## config.mk

```make
export PLATFORM = sky130hd
export DESIGN_NAME = hexdump_line_formatter
export DESIGN_NICKNAME = d
export VERILOG_FILES = /design/src/rtl/core/hlf_pkg.sv /design/src/rtl/core/hlf_dpath.sv /design/src/rtl/core/hlf_ctrl.sv /design/src/rtl/core/hexdump_line_formatter.sv
export SDC_FILE = /design/constraint.sdc
export NUM_CORES = 1
export LEC_CHECK = 0
export BUFFER_PORTS_ARGS = -buffer_cell sky130_fd_sc_hd__clkbuf_2
export CAP_MARGIN = 20
export CORE_MARGIN = 1
export CORE_UTILIZATION = 40
export CTS_BUF_LIST = sky130_fd_sc_hd__clkbuf_4 sky130_fd_sc_hd__clkbuf_8
export CTS_CLUSTER_DIAMETER = 30
export CTS_CLUSTER_SIZE = 10
export DETAILED_ROUTE_END_ITERATION = 10
export SLEW_MARGIN = 20
export SYNTH_ARGS = -nofsm -noshare
export SYNTH_HDL_FRONTEND = slang
export SYNTH_SLANG_ARGS = --single-unit
```

## constraint.sdc

```tcl
create_clock -name clk -period 3.1 [get_ports clk]
set_input_delay 0.155 -clock clk [delete_from_list [all_inputs] [get_ports clk]]
set_output_delay 0.155 -clock clk [all_outputs]
set_load 0.005 [all_outputs]
```

## src/rtl/core/hlf_pkg.sv

```systemverilog
package hlf_pkg;

  // line geometry
  localparam int LINE_BYTES = 16;
  localparam int POS_W      = 4;

  // address digits: the parameter ranges from 1 to 8
  localparam int ADDRESS_DIGITS_DEF = 5;
  localparam int DIGIT_W            = 3;
  localparam int ADDR_W             = 20;
  localparam int ADDR_EXT_W         = 32;

  // character codes
  localparam logic [7:0] CHAR_ZERO    = 8'h30;
  localparam logic [7:0] CHAR_A_LOWER = 8'h61;
  localparam logic [7:0] CHAR_TILDE   = 8'h7E;
  localparam logic [7:0] CHAR_DOT     = 8'h2E;
  localparam logic [7:0] CHAR_SPACE   = 8'h20;
  localparam logic [7:0] CHAR_NL      = 8'h0A;

  // what the datapath puts on the output this beat
  typedef enum logic [2:0] {
    SEL_ADDR,
    SEL_SPACE,
    SEL_HI,
    SEL_LO,
    SEL_ASCII,
    SEL_NL
  } char_sel_t;

  // controller to datapath
  typedef struct packed {
    logic                 load;
    logic                 emit;
    char_sel_t            sel;
    logic [DIGIT_W-1:0]   digit;
    logic [POS_W-1:0]     idx;
    logic                 last;
  } cmd_t;

  // datapath to controller
  typedef struct packed {
    logic slot_free;
  } status_t;

  function automatic logic [7:0] hex_digit(input logic [3:0] nib);
    if (nib < 4'd10) begin
      return CHAR_ZERO + {4'd0, nib};
    end
    return CHAR_A_LOWER + {4'd0, nib} - 8'd10;
  endfunction

  function automatic logic [7:0] printable(input logic [7:0] c);
    if (c >= CHAR_SPACE && c <= CHAR_TILDE) begin
      return c;
    end
    return CHAR_DOT;
  endfunction

endpackage

```

## src/rtl/core/hlf_dpath.sv

```systemverilog
module hlf_dpath (
  input  logic                          clk,
  input  logic                          rst_n,
  input  hlf_pkg::cmd_t                 cmd,
  output hlf_pkg::status_t              status,
  input  logic [7:0]                    data_byte,
  input  logic [hlf_pkg::ADDR_W-1:0]    byte_address,
  output logic                          out_valid,
  input  logic                          out_ready,
  output logic [7:0]                    out_char,
  output logic                          out_last
);

  logic [7:0]                   byte_r;
  logic [hlf_pkg::ADDR_W-1:0]   addr_r;
  logic [7:0]                   line_buf_r [hlf_pkg::LINE_BYTES];
  logic [7:0]                   char_r;
  logic                         last_r;
  logic                         valid_r;
  logic [hlf_pkg::ADDR_EXT_W-1:0] addr_ext;
  logic [7:0]                   char_nxt;

  // byte, address and ascii column captured on accept
  always_ff @(posedge clk) begin
    if (cmd.load) begin
      byte_r               <= data_byte;
      addr_r               <= byte_address;
      line_buf_r[cmd.idx]  <= data_byte;
    end
  end

  // character select
  assign addr_ext = {{(hlf_pkg::ADDR_EXT_W - hlf_pkg::ADDR_W){1'b0}}, addr_r};

  always_comb begin
    unique case (cmd.sel)
      hlf_pkg::SEL_ADDR:  char_nxt = hlf_pkg::hex_digit(addr_ext[{cmd.digit, 2'b00} +: 4]);
      hlf_pkg::SEL_SPACE: char_nxt = hlf_pkg::CHAR_SPACE;
      hlf_pkg::SEL_HI:    char_nxt = hlf_pkg::hex_digit(byte_r[7:4]);
      hlf_pkg::SEL_LO:    char_nxt = hlf_pkg::hex_digit(byte_r[3:0]);
      hlf_pkg::SEL_ASCII: char_nxt = hlf_pkg::printable(line_buf_r[cmd.idx]);
      hlf_pkg::SEL_NL:    char_nxt = hlf_pkg::CHAR_NL;
      default:            char_nxt = hlf_pkg::CHAR_SPACE;
    endcase
  end

  // output register
  always_ff @(posedge clk) begin
    if (!rst_n) begin
      valid_r <= 1'b0;
    end else if (cmd.emit) begin
      valid_r <= 1'b1;
    end else if (out_ready) begin
      valid_r <= 1'b0;
    end
  end

  always_ff @(posedge clk) begin
    if (cmd.emit) begin
      char_r <= char_nxt;
      last_r <= cmd.last;
    end
  end

  assign status.slot_free = !valid_r || out_ready;
  assign out_valid        = valid_r;
  assign out_char         = char_r;
  assign out_last         = last_r;

endmodule

```

## src/rtl/core/hlf_ctrl.sv

```systemverilog
module hlf_ctrl #(
  parameter int ADDRESS_DIGITS = hlf_pkg::ADDRESS_DIGITS_DEF
) (
  input  logic              clk,
  input  logic              rst_n,
  input  logic              in_valid,
  output logic              in_ready,
  input  hlf_pkg::status_t  status,
  output hlf_pkg::cmd_t     cmd
);

  typedef enum logic [3:0] {
    S_IDLE,
    S_ADDR,
    S_ASP,
    S_HI,
    S_LO,
    S_SP,
    S_XSP,
    S_ASC,
    S_NL
  } state_t;

  localparam logic [hlf_pkg::DIGIT_W-1:0] DIGIT_TOP = hlf_pkg::DIGIT_W'(ADDRESS_DIGITS - 1);
  localparam logic [hlf_pkg::POS_W-1:0]   POS_LAST  = hlf_pkg::POS_W'(hlf_pkg::LINE_BYTES - 1);

  state_t                       state_r, state_nxt;
  logic [hlf_pkg::POS_W-1:0]    pos_r, pos_nxt;
  logic [hlf_pkg::DIGIT_W-1:0]  digit_r, digit_nxt;
  logic [hlf_pkg::POS_W-1:0]    aidx_r, aidx_nxt;
  logic                         load;
  logic                         emit;

  assign in_ready = (state_r == S_IDLE);
  assign load     = in_valid && in_ready;
  assign emit     = (state_r != S_IDLE) && status.slot_free;

  // command decode
  always_comb begin
    cmd       = '0;
    cmd.load  = load;
    cmd.emit  = emit;
    cmd.digit = digit_r;
    cmd.idx   = load ? pos_r : aidx_r;
    unique case (state_r)
      S_IDLE: cmd.sel = hlf_pkg::SEL_SPACE;
      S_ADDR: cmd.sel = hlf_pkg::SEL_ADDR;
      S_ASP:  cmd.sel = hlf_pkg::SEL_SPACE;
      S_HI:   cmd.sel = hlf_pkg::SEL_HI;
      S_LO: begin
        cmd.sel  = hlf_pkg::SEL_LO;
        cmd.last = !pos_r[0];
      end
      S_SP: begin
        cmd.sel  = hlf_pkg::SEL_SPACE;
        cmd.last = (pos_r != POS_LAST);
      end
      S_XSP:  cmd.sel = hlf_pkg::SEL_SPACE;
      S_ASC:  cmd.sel = hlf_pkg::SEL_ASCII;
      S_NL: begin
        cmd.sel  = hlf_pkg::SEL_NL;
        cmd.last = 1'b1;
      end
      default: cmd.sel = hlf_pkg::SEL_SPACE;
    endcase
  end

  // next state
  always_comb begin
    state_nxt = state_r;
    pos_nxt   = pos_r;
    digit_nxt = digit_r;
    aidx_nxt  = aidx_r;
    if (load) begin
      state_nxt = (pos_r == '0) ? S_ADDR : S_HI;
      digit_nxt = DIGIT_TOP;
    end else if (emit) begin
      unique case (state_r)
        S_ADDR: begin
          if (digit_r == '0) begin
            state_nxt = S_ASP;
          end else begin
            digit_nxt = digit_r - 1'b1;
          end
        end
        S_ASP: state_nxt = S_HI;
        S_HI:  state_nxt = S_LO;
        S_LO: begin
          if (pos_r[0]) begin
            state_nxt = S_SP;
          end else begin
            state_nxt = S_IDLE;
            pos_nxt   = pos_r + 1'b1;
          end
        end
        S_SP: begin
          if (pos_r == POS_LAST) begin
            state_nxt = S_XSP;
          end else begin
            state_nxt = S_IDLE;
            pos_nxt   = pos_r + 1'b1;
          end
        end
        S_XSP: begin
          state_nxt = S_ASC;
          aidx_nxt  = '0;
        end
        S_ASC: begin
          if (aidx_r == POS_LAST) begin
            state_nxt = S_NL;
          end else begin
            aidx_nxt = aidx_r + 1'b1;
          end
        end
        S_NL: begin
          state_nxt = S_IDLE;
          pos_nxt   = pos_r + 1'b1;
        end
        default: state_nxt = S_IDLE;
      endcase
    end
  end

  // state and counters
  always_ff @(posedge clk) begin
    if (!rst_n) begin
      state_r <= S_IDLE;
      pos_r   <= '0;
      digit_r <= '0;
      aidx_r  <= '0;
    end else begin
      state_r <= state_nxt;
      pos_r   <= pos_nxt;
      digit_r <= digit_nxt;
      aidx_r  <= aidx_nxt;
    end
  end

  // checks
  a_last_to_idle: assert property (@(posedge clk) disable iff (!rst_n)
    (cmd.emit && cmd.last) |=> (state_r == S_IDLE))
    else $error("controller did not return to idle after the last beat");

  a_pos_step: assert property (@(posedge clk) disable iff (!rst_n)
    (cmd.emit && cmd.last) |=> (pos_r == hlf_pkg::POS_W'($past(pos_r) + 1'b1)))
    else $error("line position did not advance after the last beat");

  a_pos_hold: assert property (@(posedge clk) disable iff (!rst_n)
    !(cmd.emit && cmd.last) |=> $stable(pos_r))
    else $error("line position moved mid item");

  a_addr_at_start: assert property (@(posedge clk) disable iff (!rst_n)
    (state_r == S_ADDR || state_r == S_ASP) |-> (pos_r == '0))
    else $error("address printed away from line start");

  a_tail_at_end: assert property (@(posedge clk) disable iff (!rst_n)
    (state_r == S_XSP || state_r == S_ASC || state_r == S_NL) |-> (pos_r == POS_LAST))
    else $error("ascii column printed before the sixteenth byte");

endmodule

```

## src/rtl/core/hexdump_line_formatter.sv

```systemverilog
// first character: an accept beat loads the controller state register, and the emit from that
//   state loads the output register that drives out_tdata; a byte causes n characters (2 to 21),
//   one character per cycle through the output register while out_tready is high; the next
//   byte is not accepted until its last character has entered the output register
// reset (rst_n, synchronous, active low) clears the controller, the line position and
//   the output valid; the ascii line buffer is not cleared
module hexdump_line_formatter #(
  parameter int ADDRESS_DIGITS = hlf_pkg::ADDRESS_DIGITS_DEF
) (
  input  logic        clk,
  input  logic        rst_n,
  input  logic        in_tvalid,
  output logic        in_tready,
  input  logic [31:0] in_tdata,   // data_byte [7:0], byte_address [27:8], zero [31:28]
  output logic        out_tvalid,
  input  logic        out_tready,
  output logic [7:0]  out_tdata,  // character [7:0]
  output logic        out_tlast
);

  hlf_pkg::cmd_t    cmd;
  hlf_pkg::status_t status;

  // sequencer
  hlf_ctrl #(
    .ADDRESS_DIGITS (ADDRESS_DIGITS)
  ) u_ctrl (
    .clk      (clk),
    .rst_n    (rst_n),
    .in_valid (in_tvalid),
    .in_ready (in_tready),
    .status   (status),
    .cmd      (cmd)
  );

  // byte store, character select and output register
  hlf_dpath u_dpath (
    .clk          (clk),
    .rst_n        (rst_n),
    .cmd          (cmd),
    .status       (status),
    .data_byte    (in_tdata[7:0]),
    .byte_address (in_tdata[27:8]),
    .out_valid    (out_tvalid),
    .out_ready    (out_tready),
    .out_char     (out_tdata),
    .out_last     (out_tlast)
  );

endmodule

```

==> impl_metrics.yaml <==
run_status:
  status: "complete, but fails checks"
  failed_checks: "setup timing"
cells_and_area:
  mostFrequentLayoutCell: "edfxtp_1"
  area_delta_synth_final_pct: 26.64
  final-seq-area_um2: 5278
  insertedDiodeCount: 0
  drive_above_1_share: 0.3303
  nFillCells: 1681
  num-nets-final: 809
  final_cell_mix: "165 x edfxtp_1, 86 x buf_4, 42 x clkbuf_2"
  multiInputGateArea_um2: 2786
route:
  vias_per_cell: 5.594
  drt_iter0_markers: 564
  wl_per_cell_um: 19.68
  routed_wl_um: 20470
  drc: 0
  num_vias: 5818
  ant_nets: 0
  firstDrtPassIters: 5
floorplanning:
  ioPinCount: 47
  die_h_um: 143.7
  core_um2: 19590
  die-area_um2: 20640
  start_util: 0.4097
  die_w_um: 143.7
  num_rows: 51
worst_setup_path:
  crit_required_ps: 3410
  path_cells: "or4_4 -> buf_12 -> inv_16 -> a211oi_4 -> buf_4 -> or2_4 -> buf_6 -> a22o_1 -> o22ai_2 -> a211oi_2 -> o21bai_4 -> or3b_1 -> o22ai_1"
  critPathBufInv: 4
  critPathLaunch: "u_ctrl.state_r[2]$_SDFFE_PN0P_"
  critPathSlowestCell: "or4_4"
  r2r-end: "u_dpath.out_char[4]$_DFFE_PP_"
  startpoint_type: "register"
  slowest_delay_ps: 600
  critPathKind: "register to register"
  r2r_setup_slack_ps: -9
  cp-end-kind: "register"
  worstReg2RegStart: "u_ctrl.state_r[2]$_SDFFE_PN0P_"
  arrival_ps: 3420
  worstRegToRegCells: 13
  critical-path-top-delay-family: "simple AND/OR/NAND/NOR gates"
  path_max_fanout: 8
timing:
  finalWorstSetupSlack_ps: -8.507
  min_period_ps: 3109
  slew-limit-headroom: 0.6312
  finalSetupViolations: 1
  worstMarginPinSlew_ps: 547.4
  finalMaxSlewViolations: 0
  hold_viol_final: 0
  finalClockSkew_ps: 12.70
  fin_crit_sh: 1.003
  rsz0062_at_grt: "true"
  max_clock_freq_mhz: 321.7
yosys:
  synthFlopType: "edfxtp_1"
  synth-edff-count: 165
  synth_nets: 656
  yosysSeqAreaShare: 0.6572
  yosysUniqueCellTypes: 76
  synth_area_um2: 8026
  async_flop_share: 0
  synth.avg_cell_area_um2: 13.16
  synth_warnings: 0
  syn_inst: 610
  ys_seq_elements: 181
grt:
  antenna_found_initial: 0
  grt_start_max_net_pins: 31
  grt_pass1_wl_um: 31500
  grt-ovfl-total: 0
  first_global_vias: 5731
  grtUsageTotal: 0.2095
placed_design:
  preCtsSetupSlack_ps: -128.3
  hpwlAfterDp_um: 13990
  gp_congestion: 0.8684
  port_buffers: 42
clock_tree:
  clockBufferDepth: 2
  cts_tree: "done"
  cts_root_buf: "clkbuf_8"
  cts.clk_slew.worst_paths_ps: 100
  cts.sinks: 181
  clk_latency_ps: 470
  htreeDepth: 4
  cts_made_buffers: 17
min_path:
  whs_path_depth: 2
  hp-class: "input port to register"
  worstHoldStart: "rst_n"
  min_to: "u_ctrl.pos_r[1]$_SDFFE_PN0P_"
power:
  seq_power_share: 0.423
  cellPowerDensity_nw_per_um2: 717.0
  p_total_mw: 7.288
  p_comb_frac: 0.349
  p_leak_nw: 3.550
  vdd_drop_max_uv: 338.9
  swShare: 0.3372
  pwr-share-clk: 0.228
  p_int_mw: 4.830
  power_switching_mw: 2.457
job:
  cap_violations: 0
==> cells by family after synthesis <==
group,synth area share
buffers and inverters,0.03227
AOI/OAI and AO/OA,0.1429
DFF,0.6572
xor gates and xnor gates,0.007638
muxes,0.02323
other,0.0004672
and+or+nand+nor,0.1207
adders and majority gates,0.01559
==> worst max path at each step <==
stage | endpoint | slack (ps) | cells past startpoint
2_1_floorplan | u_dpath.out_char[4]$_DFFE_PP_ | 160 | 10
3_3_place_gp | u_dpath.out_char[0]$_DFFE_PP_ | -110 | 12
3_5_place_dp | u_dpath.out_char[0]$_DFFE_PP_ | -130 | 12
4_1_cts | u_dpath.out_char[4]$_DFFE_PP_ | -50 | 13
5_1_grt | u_dpath.out_char[0]$_DFFE_PP_ | -160 | 12
6_report | u_dpath.out_char[4]$_DFFE_PP_ | -9 | 13
==> through the flow <==
step | util | setup TNS [ps] | instances | area (um^2) | hold slack [ps]
2_1_floorplan | - | 0 | 610 | 8029 | 253.9
4_1_cts | 0.5072 | -222.7 | 1032 | 9937 | 55.70
3_5_place_dp | 0.4610 | -454.1 | 965 | 9031 | 334.3
5_1_grt | 0.5189 | -418.9 | 1040 | 10160 | 66.66
6_report | 0.5189 | -8.507 | 1040 | 10160 | 92.42
3_3_place_gp | 0.4610 | -204.7 | 965 | 9031 | 332.2
==> what timing repair did <==
| action | in CTS | in global routing |
|---|---|---|
| endpoints found under the hold margin | 21 | 0 |
| pin swaps | 27 | 20 |
| gates cloned | 2 | 0 |
| hold buffers | 21 | 0 |
| resized for setup | 41 | 34 |
| buffers inserted | 14 | 9 |
| endpoints found under the setup margin | 7 | 7 |
==> registers in the layout (all words and copies together) (netlist names) <==
| register | cells |
|---|---|
| u_dpath.byte_r | 8 |
| u_dpath.out_char | 8 |
| u_dpath.line_buf_r | 128 |
| u_ctrl.digit_r | 3 |
| u_dpath.out_valid | 1 |
| u_ctrl.state_r | 4 |
| u_dpath.addr_r | 20 |
| u_dpath.out_last | 1 |
| u_ctrl.pos_r | 4 |
| u_ctrl.aidx_r | 4 |
==> power by group through the flow <==
| stage | clock network, mW | registers, mW | logic (mW) |
|---|---|---|---|
| floorplan | 0 | 3.08 | 1.33 |
| global placement | 0 | 3.13 | 2.05 |
| detailed placement | 0 | 3.14 | 2.09 |
| CTS | 1.69 | 3.09 | 2.33 |
| global route | 1.78 | 3.10 | 2.74 |
| finish | 1.66 | 3.08 | 2.54 |
==> cell usage after synthesis (all sizes together) (5+ instances only) <==
library cell / n / area [um^2]
a211oi: 8 / 65.06
a21oi: 24 / 135.1
a221oi: 5 / 43.79
a22oi: 12 / 90.09
a31oi: 9 / 62.56
and2: 7 / 43.79
buf: 15 / 103.8
clkbuf: 15 / 56.30
dfxtp: 16 / 320.3
edfxtp: 165 / 4955
ha: 10 / 125.1
inv: 22 / 82.58
mux4: 5 / 112.6
nand2: 30 / 115.1
nand2b: 9 / 56.30
nand3: 13 / 65.06
nand4: 8 / 56.30
nor2: 44 / 190.2
nor2b: 10 / 62.56
nor3: 25 / 141.4
o21ai: 44 / 224.0
o22ai: 39 / 244.0
or2: 7 / 43.79
or4: 7 / 56.30
xnor2: 6 / 52.55
==> final cells by class <==
class / instances / share of cell area
clock buffers: 17 / 0.02302
clock inverters: 14 / 0.01822
inverters: 23 / 0.01009
multi-input cells: 378 / 0.2741
flip-flops and latches: 181 / 0.5192
well taps: 265 / 0.03262
repair buffers: 162 / 0.1227
==> layer usage <==
metal  global-route usage  share of wire  vias to the layer above
met5                    0              0                        -
met4              0.07223          0.022                        0
met3              0.04432          0.061                       37
met2               0.3477           0.50                      216
met1               0.2717           0.42                     2886
li1                     -              -                     2679
Note: power is estimated with default switching activity, not from simulation.
